<file path="src/sv/pbcd_pkg.sv">
// Shared types, constants and digit helpers for the packed BCD
// add/subtract/compare unit. No dependencies.
`default_nettype none

package pbcd_pkg;

  localparam int DIGITS  = 15;
  localparam int DIGIT_W = 4;
  localparam int MAG_W   = DIGIT_W * DIGITS;
  localparam int RES_W   = DIGIT_W * (DIGITS + 1);
  localparam int CNT_W   = 4;
  localparam int RINT_W  = 5;

  // Operation kinds (KIND_NONE is unused and yields an all-zero result)
  localparam logic [1:0] KIND_ADD  = 2'd0;
  localparam logic [1:0] KIND_SUB  = 2'd1;
  localparam logic [1:0] KIND_CMP  = 2'd2;
  localparam logic [1:0] KIND_NONE = 2'd3;

  // Compare order codes
  localparam logic [1:0] ORD_LESS    = 2'd0;
  localparam logic [1:0] ORD_EQUAL   = 2'd1;
  localparam logic [1:0] ORD_GREATER = 2'd2;

  // Per-digit +6 bias used by the binary-adder BCD trick
  localparam logic [RES_W-1:0] SIXES = {4'h0, {DIGITS{4'h6}}};

  typedef struct packed {
    logic [1:0]       kind;
    logic [MAG_W-1:0] left_digits;
    logic             left_negative;
    logic [CNT_W-1:0] left_int_digits;
    logic [MAG_W-1:0] right_digits;
    logic             right_negative;
    logic [CNT_W-1:0] right_int_digits;
  } in_req_t;

  typedef struct packed {
    logic [RES_W-1:0]  result_digits;
    logic              result_negative;
    logic [RINT_W-1:0] result_int_digits;
    logic              truncated;
    logic [1:0]        order;
    logic              bad_digit;
  } out_rsp_t;

  // Aligned and ordered operands handed from the align stage to the adder
  typedef struct packed {
    logic              arith;     // add/subtract result, digits are live
    logic              sub;       // take b from a (a >= b)
    logic [MAG_W-1:0]  a;
    logic [MAG_W-1:0]  b;
    logic              neg;
    logic [RINT_W-1:0] int_digits;
    logic              truncated;
    logic [1:0]        order;
    logic              bad_digit;
  } align_t;

  function automatic logic has_bad_nibble(input logic [MAG_W-1:0] v);
    logic bad;
    bad = 1'b0;
    for (int i = 0; i < DIGITS; i++) begin
      if (v[DIGIT_W*i +: DIGIT_W] > 4'd9) begin
        bad = 1'b1;
      end
    end
    return bad;
  endfunction

  function automatic logic [MAG_W-1:0] nines_comp(input logic [MAG_W-1:0] v);
    logic [MAG_W-1:0] r;
    for (int i = 0; i < DIGITS; i++) begin
      r[DIGIT_W*i +: DIGIT_W] = 4'd9 - v[DIGIT_W*i +: DIGIT_W];
    end
    return r;
  endfunction

endpackage

`default_nettype wire

</file>
<file path="src/sv/packed_bcd_add_subtract_compare_unit.sv">
// Top level of the packed BCD add/subtract/compare unit: input register,
// alignment/compare stage, decimal adder stage and result register.
// Depends on pbcd_pkg.
// Usage:
//   Requests enter on in_valid/in_ready carrying an in_req_t: two 15-digit
//   sign-magnitude packed BCD operands with integer-digit counts and a kind
//   (add, subtract, compare). Each request yields exactly one out_rsp_t on
//   out_valid/out_ready, in request order.
//   Path: an accepted request passes the input register, align register and
//   result register in that order before it is presented on out_valid.
//   Throughput: one request per cycle while out_ready is high. The pipeline
//   has three register stages; each advances when the stage after it is
//   empty or moving, so bubbles collapse and up to three requests are in flight.
//   Stalls: while out_valid is high and out_ready low, the result holds and
//   the stages behind it keep filling; in_ready drops once all three hold a
//   request.
//   Reset: rst_n (synchronous, active low) empties all stages; in_ready is
//   high in the first cycle after reset.
//   Datapath: stage 1 clamps counts, aligns, checks digits and orders the
//   magnitudes; stage 2 is a 64-bit binary add with +6 bias, then correction.
`default_nettype none

module packed_bcd_add_subtract_compare_unit
  import pbcd_pkg::*;
(
  input  wire logic     clk,
  input  wire logic     rst_n,
  input  wire logic     in_valid,
  output logic          in_ready,
  input  wire in_req_t  in_data,
  output logic          out_valid,
  input  wire logic     out_ready,
  output out_rsp_t      out_data
);

  // ---------------------------------------------------------------------
  // Stage handshake: each stage loads when it is empty or being drained
  // ---------------------------------------------------------------------
  logic     s1_valid_r, s2_valid_r, out_valid_r;
  logic     s1_en, s2_en, out_en;
  in_req_t  s1_req_r;
  align_t   s2_r, s2_nxt;
  out_rsp_t out_data_r, out_nxt;

  assign out_en   = !out_valid_r || out_ready;
  assign s2_en    = !s2_valid_r || out_en;
  assign s1_en    = !s1_valid_r || s2_en;
  assign in_ready = s1_en;

  assign out_valid = out_valid_r;
  assign out_data  = out_data_r;

  always_ff @(posedge clk) begin
    if (!rst_n) begin
      s1_valid_r  <= 1'b0;
      s2_valid_r  <= 1'b0;
      out_valid_r <= 1'b0;
    end else begin
      if (s1_en)  s1_valid_r  <= in_valid;
      if (s2_en)  s2_valid_r  <= s1_valid_r;
      if (out_en) out_valid_r <= s2_valid_r;
    end
  end

  always_ff @(posedge clk) begin
    if (s1_en && in_valid) begin
      s1_req_r <= in_data;
    end
    if (s2_en && s1_valid_r) begin
      s2_r <= s2_nxt;
    end
    if (out_en && s2_valid_r) begin
      out_data_r <= out_nxt;
    end
  end

  // ---------------------------------------------------------------------
  // Stage 1: digit check, alignment, magnitude order, operand selection
  // ---------------------------------------------------------------------
  logic             bad;
  logic [CNT_W-1:0] li, ri, m, shl, shr;
  logic [MAG_W-1:0] al, ar, mask_l, mask_r;
  logic             lost_l, lost_r;
  logic             mag_gt, mag_lt, mag_eq;
  logic             cmp_pos, cmp_neg;
  logic             ln, rn, ern;
  logic [1:0]       mag_ord;

  assign ln  = s1_req_r.left_negative;
  assign rn  = s1_req_r.right_negative;
  assign ern = (s1_req_r.kind == KIND_SUB) ? !rn : rn;

  assign bad = has_bad_nibble(s1_req_r.left_digits) ||
               has_bad_nibble(s1_req_r.right_digits);

  // Counts above the digit capacity behave as full capacity
  assign li = (s1_req_r.left_int_digits > CNT_W'(DIGITS)) ?
              CNT_W'(DIGITS) : s1_req_r.left_int_digits;
  assign ri = (s1_req_r.right_int_digits > CNT_W'(DIGITS)) ?
              CNT_W'(DIGITS) : s1_req_r.right_int_digits;
  assign m   = (li > ri) ? li : ri;
  assign shl = m - li;
  assign shr = m - ri;

  assign al     = s1_req_r.left_digits  >> {shl, 2'b00};
  assign ar     = s1_req_r.right_digits >> {shr, 2'b00};
  assign mask_l = ~({MAG_W{1'b1}} << {shl, 2'b00});
  assign mask_r = ~({MAG_W{1'b1}} << {shr, 2'b00});
  assign lost_l = |(s1_req_r.left_digits  & mask_l);
  assign lost_r = |(s1_req_r.right_digits & mask_r);

  // Exact order: on an aligned tie, the side that lost digits is larger
  assign mag_gt  = al > ar;
  assign mag_lt  = al < ar;
  assign mag_eq  = !mag_gt && !mag_lt;
  assign cmp_pos = mag_gt || (mag_eq && lost_l);
  assign cmp_neg = mag_lt || (mag_eq && !lost_l && lost_r);

  always_comb begin
    priority if (cmp_pos) mag_ord = ORD_GREATER;
    else if (cmp_neg)     mag_ord = ORD_LESS;
    else                  mag_ord = ORD_EQUAL;
  end

  always_comb begin
    s2_nxt            = '0;
    s2_nxt.a          = al;
    s2_nxt.b          = ar;
    if (bad && s1_req_r.kind != KIND_NONE) begin
      s2_nxt.bad_digit = 1'b1;
    end else begin
      unique case (s1_req_r.kind)
        KIND_ADD, KIND_SUB: begin
          s2_nxt.arith      = 1'b1;
          s2_nxt.int_digits = {1'b0, m} + RINT_W'(1);
          s2_nxt.truncated  = lost_l || lost_r;
          if (ln == ern) begin
            s2_nxt.neg = ln;
          end else if (cmp_pos) begin
            s2_nxt.sub = 1'b1;
            s2_nxt.neg = ln;
          end else begin
            // Smaller or equal left: right minus left, effective right sign
            s2_nxt.sub = 1'b1;
            s2_nxt.a   = ar;
            s2_nxt.b   = al;
            s2_nxt.neg = ern;
          end
        end
        KIND_CMP: begin
          if (ln != rn) begin
            s2_nxt.order = ln ? ORD_LESS : ORD_GREATER;
          end else if (ln) begin
            // Both negative: larger magnitude is the smaller number
            s2_nxt.order = ORD_GREATER - mag_ord;
          end else begin
            s2_nxt.order = mag_ord;
          end
        end
        default: begin
          s2_nxt.arith = 1'b0;
        end
      endcase
    end
  end

  // ---------------------------------------------------------------------
  // Stage 2: BCD add via binary add with +6 per digit. Subtraction adds the
  // nines' complement plus one; the carry out of the top digit is dropped.
  // ---------------------------------------------------------------------
  logic [MAG_W-1:0] b_op;
  logic [RES_W-1:0] a_ext, b_ext, sum, carries, digits;

  assign b_op    = s2_r.sub ? nines_comp(s2_r.b) : s2_r.b;
  assign a_ext   = {4'h0, s2_r.a};
  assign b_ext   = {4'h0, b_op} + SIXES;
  assign sum     = a_ext + b_ext + RES_W'(s2_r.sub);
  assign carries = sum ^ a_ext ^ b_ext;

  always_comb begin
    for (int i = 0; i < DIGITS; i++) begin
      digits[DIGIT_W*i +: DIGIT_W] = carries[DIGIT_W*(i+1)] ?
        sum[DIGIT_W*i +: DIGIT_W] : sum[DIGIT_W*i +: DIGIT_W] - 4'd6;
    end
    digits[RES_W-1 -: DIGIT_W] = s2_r.sub ? 4'h0 : sum[RES_W-1 -: DIGIT_W];
  end

  always_comb begin
    out_nxt                   = '0;
    out_nxt.result_digits     = s2_r.arith ? digits : '0;
    out_nxt.result_negative   = s2_r.neg;
    out_nxt.result_int_digits = s2_r.int_digits;
    out_nxt.truncated         = s2_r.truncated;
    out_nxt.order             = s2_r.order;
    out_nxt.bad_digit         = s2_r.bad_digit;
  end

  // ---------------------------------------------------------------------
  // Assertions
  // ---------------------------------------------------------------------
  // The adder stage only ever subtracts the smaller magnitude from the larger
  a_sub_ordered: assert property (@(posedge clk) disable iff (!rst_n)
    s2_valid_r && s2_r.arith && s2_r.sub |-> s2_r.a >= s2_r.b)
    else $error("subtract with a < b reached the adder");

  // A bad digit blanks every other field
  a_bad_blank: assert property (@(posedge clk) disable iff (!rst_n)
    out_valid_r && out_data_r.bad_digit |->
      out_data_r.result_digits == '0 && out_data_r.order == ORD_LESS &&
      out_data_r.result_int_digits == '0)
    else $error("bad digit result carries data");

  // Arithmetic results carry no order; the top digit is only a carry
  a_arith_fields: assert property (@(posedge clk) disable iff (!rst_n)
    out_valid_r && out_data_r.result_int_digits != '0 |->
      out_data_r.order == ORD_LESS && out_data_r.result_digits[RES_W-1 -: DIGIT_W] <= 4'd1)
    else $error("arithmetic result has order or bad carry digit");

  // Non-arithmetic results leave the sign and truncation clear
  a_nonarith_fields: assert property (@(posedge clk) disable iff (!rst_n)
    out_valid_r && out_data_r.result_int_digits == '0 |->
      !out_data_r.result_negative && !out_data_r.truncated)
    else $error("compare or blank result has sign or truncation set");

endmodule

`default_nettype wire
</file>
<file path="config.mk">
export PLATFORM = sky130hd
export DESIGN_NAME = packed_bcd_add_subtract_compare_unit
export DESIGN_NICKNAME = d
export VERILOG_FILES = /design/src/sv/pbcd_pkg.sv /design/src/sv/packed_bcd_add_subtract_compare_unit.sv
export SDC_FILE = /design/constraint.sdc
export NUM_CORES = 1
export LEC_CHECK = 0
export ABC_CLOCK_PERIOD_IN_PS = 24900
export BUFFER_PORTS_ARGS = -buffer_cell sky130_fd_sc_hd__buf_2
export CAP_MARGIN = 20
export CORE_MARGIN = 2
export CORE_UTILIZATION = 65
export DETAILED_ROUTE_END_ITERATION = 7
export GPL_ROUTABILITY_DRIVEN = 0
export GPL_TIMING_DRIVEN = 0
export PLACE_DENSITY = 0.82
export SYNTH_ARGS = -nofsm -noshare
export SYNTH_HDL_FRONTEND = slang
export SYNTH_SLANG_ARGS = --single-unit
</file>
<file path="constraint.sdc">
create_clock -name clk -period 24.9 [get_ports clk]
set_input_delay 4.98 -clock clk [delete_from_list [all_inputs] [get_ports clk]]
set_output_delay 4.98 -clock clk [all_outputs]
set_load 0.01 [all_outputs]
</file>
After elaboration in Yosys (flattened, before gate mapping)
Cells that the tools add are included.
- flip-flop bits (word level): 340
- bits of input ports: 136
- output and inout bits: 76
- word-level logic and storage cells: 209
- add/subtract/negate cells: 37
- $lt $le $gt $ge: 35
- eq/ne operators: 5
- shift-type cells: 4
- mux-type cells: 64
- bitwise logic cells: 9
- reduce and logical (&&, ||, !) cells: 29
- operators by type and width (cell ; number):
    $mux W129 ; 1
    $gt A4 B4 Y1 const B ; 32
    $mux W127 ; 1
    $mux W121 ; 1
    $and A60 B60 Y60 ; 2
    $mux W120 ; 1
    $not A60 Y60 ; 2
    $reduce_or A60 Y1 ; 2
    $shl A60 B6 Y60 const A ; 2
    $shr A60 B6 Y60 ; 2
    $mux W4 ; 18
    $add A62 B1 Y63 ; 1
    $add A60 B61 Y62 ; 1
    $add A60 B59 Y61 const B ; 1
    $xor A61 B60 Y61 ; 1
    $xor A61 B61 Y61 ; 1
    $gt A60 B60 Y1 ; 1
    $lt A60 B60 Y1 ; 1
    $mux W60 ; 1
    $sub A4 B3 Y4 const B ; 15
    $sub A4 B4 Y4 const A ; 15
    $mux W1 ; 36
    $mux W2 ; 5
    $logic_and A1 B1 Y1 ; 8
    other kinds (14) ; 32

Depth between registers and ports, before layout
- depth in word-level cells: 20
- mapped depth: 36
- depth with buffers taken out: 30

Worst setup path after synthesis
Ideal clock, no wire load.
- path kind: input-to-reg
- start: input port out_ready
- end: register s2_r (netlist bit a_ext[0]) (enable)
- setup time: 825 ps
- arrival time: 14608 ps
- data required time: 24075 ps
- setup slack: 9467 ps
- cell stages on the path: 2
- path buffers: 0
- path through: nor2b_1 a21boi_0
- word-level cells in the longest chain between the ends: 3
- RTL lines (item ; RTL line ; RTL):
    start, declared ; packed_bcd_add_subtract_compare_unit.sv:32 ; input wire logic out_ready,
    $logic_or A1 B1 Y1 ; packed_bcd_add_subtract_compare_unit.sv:45 ; assign out_en = !out_valid_r || out_ready;
    $logic_or A1 B1 Y1 ; packed_bcd_add_subtract_compare_unit.sv:46 ; assign s2_en = !s2_valid_r || out_en;
    $logic_and A1 B1 Y1 ; packed_bcd_add_subtract_compare_unit.sv:69 ; if (s2_en && s1_valid_r) begin
    end signal, assigned ; packed_bcd_add_subtract_compare_unit.sv:70 ; s2_r <= s2_nxt;
    end, declared ; packed_bcd_add_subtract_compare_unit.sv:42 ; align_t s2_r, s2_nxt;
No other way between the ends.
A chain may end at the register's enable or synchronous reset.

Final worst setup path
- start: input port out_ready
- end: output port in_ready
- word-level cells in the longest chain between the ends: 3
- RTL lines (item ; RTL line ; RTL):
    $logic_or A1 B1 Y1 ; packed_bcd_add_subtract_compare_unit.sv:45 ;
    $logic_or A1 B1 Y1 ; packed_bcd_add_subtract_compare_unit.sv:46 ;
    $logic_or A1 B1 Y1 ; packed_bcd_add_subtract_compare_unit.sv:47 ; assign s1_en = !s1_valid_r || s2_en;
    end, declared ; packed_bcd_add_subtract_compare_unit.sv:29 ; output logic in_ready,
No other way between the ends.

==> summary.md <==
| Metric | Value |
|---|---|
| Fin Setup TNS | 0 ns |
| Seq cells post-synth | 339 |
| DIE HEIGHT | 205 um |
| Die width | 205 um |
| EDFF count, synth | 336 |
| NetSw | 1990 uW |
| N_diodes | 0 |
| All-layer global routing usage | 37.7% |
| Area grow syn2layout | 12.1% |
| FMAX | 90.9 MHz |
| Most frequently used flop master after synthesis | edfxtp_1 |
| Commonest non-fill, non-tap cells in the layout | edfxtp_1 (336), nand2_1 (251), o21ai_0 (245) |
| Crit Path Class | in2out |
| Leading cell type in the layout, fill and taps excluded | edfxtp_1 |
| Worst slew margin | 11.0% |
| Post-CTS Hold Buffers | 0 |
| Setup crit end kind | primary output |
| Final nets | 3,333 |
| # clock sinks | 339 |
| Final period util | 44.2% |
| Combinational Power Share | 66.2% |
| Min-delay src | out_nxt[2]$_SDFFCE_PP0P_ |
| Leak Pwr | 0.0120 uW |
| Skew-Pair Late Insertion Delay | 0.57 ns |
| CTS tree | yes |
| Switching share of total power | 47.6% |
| Post-Synthesis Cells | 2,773 |
| P_int | 2180 uW |
| Violated checks | DRC |
| # resized after CTS | 0 |
| R2r startpoint | s1_req_r[66]$_DFFE_PP_ |
| Clock buffer depth | 3 |
| Io pins | 212 |
| CP Launch Type | input port |
| Synthesis warning total | 0 |
| Async SR Flop Fraction | 0% |
| Post-Synthesis Cell Area | 26,300 um2 |
| Worst Reg-to-Reg Cells | 32 |
| Seq/Total Area, Yosys | 38.6% |
| Min-Delay Path Class | reg2reg |
| GRT overflow | 0 |
| Hold slack final | 0.411 ns |
| Dpl hpwl | 62,400 um |
| Max cap viols | 0 |
| DIE AREA | 42,000 um2 |
| VDD IR-drop max | 0.0000780 V |
| Drt drc | 48 |
| Slew Viols, Final | 0 |
| Fillers | 2,864 |
| Postcts setup bufs | 0 |
| Initial antenna violation count | 1 |
| Detailed-route wire length | 79,500 um |
| Placed cell area | 28,200 um2 |
| R2R setup slack | 14.94 ns |
| Netlist cell types | 105 |
| Initial core utilization | 66.0% |
| Worst hold path cell count | 0 |
| CTS Root Cell | clkbuf_16 |
| Pwr Density | 142 nW/um2 |
| Worst r2r dst | a_ext[0]$_DFFE_PP_ |
| Period minus WS final | 11.00 ns |
| Core area | 39,800 um2 |
| RSZ-0062 raised after global routing | no |
| Finish-stage setup viols | 0 |
| Pre-antenna DRT Iters | 8 |
| Final ANT Viol Nets | 0 |
| Outcome | finished, violations left |
| CP Data Required Time | 19.92 ns |
| Max FO, Critical Path | 6 |
| First-pass GRT wire length | 122,000 um |
| Row count | 73 |
| Mean Syn Cell Area | 9.47 um2 |
| Hold EP | out_data[2]$_DFFE_PP_ |
| CTS HTree Levels | 2 |
| Iteration-0 DRC Markers | 3,760 |
| Final hold vios | 0 |
| Wire per inst | 22.2 um |
| Port Buffers | 209 |
| Post-route cell area | 29,400 um2 |
| Largest net degree at the start of global routing | 37 |
| Num CTS Buffers | 35 |
| Flop pwr share | 21.2% |
| Vias | 23,871 |
| Vias per Instance | 6.65 |
| Number of global-route vias before repair | 22,540 |
| Clock skew | 0.0195 ns |
| Clock power frac | 12.7% |
| Clk slew on worst S/H paths | 0.07 ns |
| Layout cells sized above 1 | 12.8% |
| Slew @ Worst Pin | 1.32 ns |
| WP data arrival | 6.02 ns |
## stage by stage
stage	util, %	power (uW)	setup slack (ns)	cells
4_1_cts	73.8	4050	13.89	3581
3_5_place_dp	70.9	3510	13.92	3519
3_3_place_gp	70.3	3400	6.56	3508
5_1_grt	73.9	4440	13.80	3588
2_1_floorplan	-	2860	9.47	2774
6_report	73.9	4170	13.90	3588
## cells in the mapped netlist, types with 5 or more instances
master,n,share of area [%]
nor3_1,46,0.88
nand2b_1,23,0.55
o22ai_1,5,0.12
and3_1,28,0.67
a31oi_1,38,0.90
buf_1,14,0.20
nor3b_1,9,0.26
o22a_1,6,0.20
nand2_1,251,3.6
o21ai_0,245,4.7
ha_1,158,7.5
o211ai_1,17,0.49
nor2_1,176,2.5
clkbuf_1,111,1.6
mux2_2,25,1.1
buf_2,21,0.40
a211oi_1,13,0.37
a21oi_1,213,4.1
nand4_1,44,1.0
nor4_1,38,0.90
xor2_1,68,2.3
or3_1,18,0.43
and2_1,25,0.60
a31o_2,7,0.23
nor2b_1,23,0.55
nand3_1,95,1.8
o21bai_1,15,0.43
o21ai_1,17,0.32
nand3b_1,5,0.14
a21o_1,70,2.0
a21boi_0,6,0.17
o21a_1,14,0.40
inv_1,77,1.1
a311oi_1,6,0.20
a22oi_1,6,0.17
o31ai_1,6,0.17
edfxtp_1,336,38
xnor2_1,129,4.3
mux2i_1,233,8.9
or2_2,15,0.36
## registers in the layout, indices dropped and copies added, names as in the netlist
name	count
out_nxt	10
ln	1
s2_r	62
s2_valid_r	1
a_ext	60
s1_req_r	130
out_valid	1
s1_valid_r	1
out_data	72
rn	1
## power by group through the flow
stage	Clock, uW	Sequential [uW]	Combinational, uW
finish	528	882	2760
global route	557	890	2990
CTS	533	880	2630
detailed placement	0	892	2620
global placement	0	897	2500
floorplan	0	896	1970
## final cells by class
type                            instances  area, um2  share of cell area, %
Buffer                                154        649                   2.21
Multi-Input combinational cell       2202      15200                   51.7
Clock inverter                         23        224                  0.761
Timing Repair Buffer                  227       1320                   4.47
Clock buffer                           39        933                   3.17
Sequential cell                       339      10100                   34.5
Inverter                               79        297                   1.01
Tap cell                              525        657                   2.23
## layer usage
metal	global-route usage, %	wire length [um]	vias to the layer above
li1	-	-	10906
met1	46.9	29500	10778
met2	58.8	34500	1715
met3	9.10	8780	472
met4	24.8	6730	0
met5	0	0	-
## how the worst max path moves through the flow
stage                          from                  endpoint  depth (start not counted)
final                     out_ready                  in_ready                          4
after detailed placement  out_ready                  in_ready                          4
after global placement    out_ready  out_nxt[4]$_SDFFCE_PP0P_                          3
after floorplan           out_ready        a_ext[0]$_DFFE_PP_                          2
after global routing      out_ready                  in_ready                          4
after CTS                 out_ready                  in_ready                          4
## critical path, cell delays in order
cell and delay (ns):
buf_2 0.10, nor2b_1 0.58, nand3_1 0.18, buf_2 0.18
## cells by family (layout without fill, tap and decap cells)
family          after synthesis  count (layout)  share of synthesized area, %
buf+inv                     233             522                          3.60
compound gates              754             754                          17.6
other cells                   1               2                        0.0143
simple gates                822             822                          15.2
xor+xnor                    202             202                          6.98
mux                         263             263                          10.3
fa+ha+maj                   159             159                          7.60
flops                       339             339                          38.6
Power figures use the tool's default switching activity.
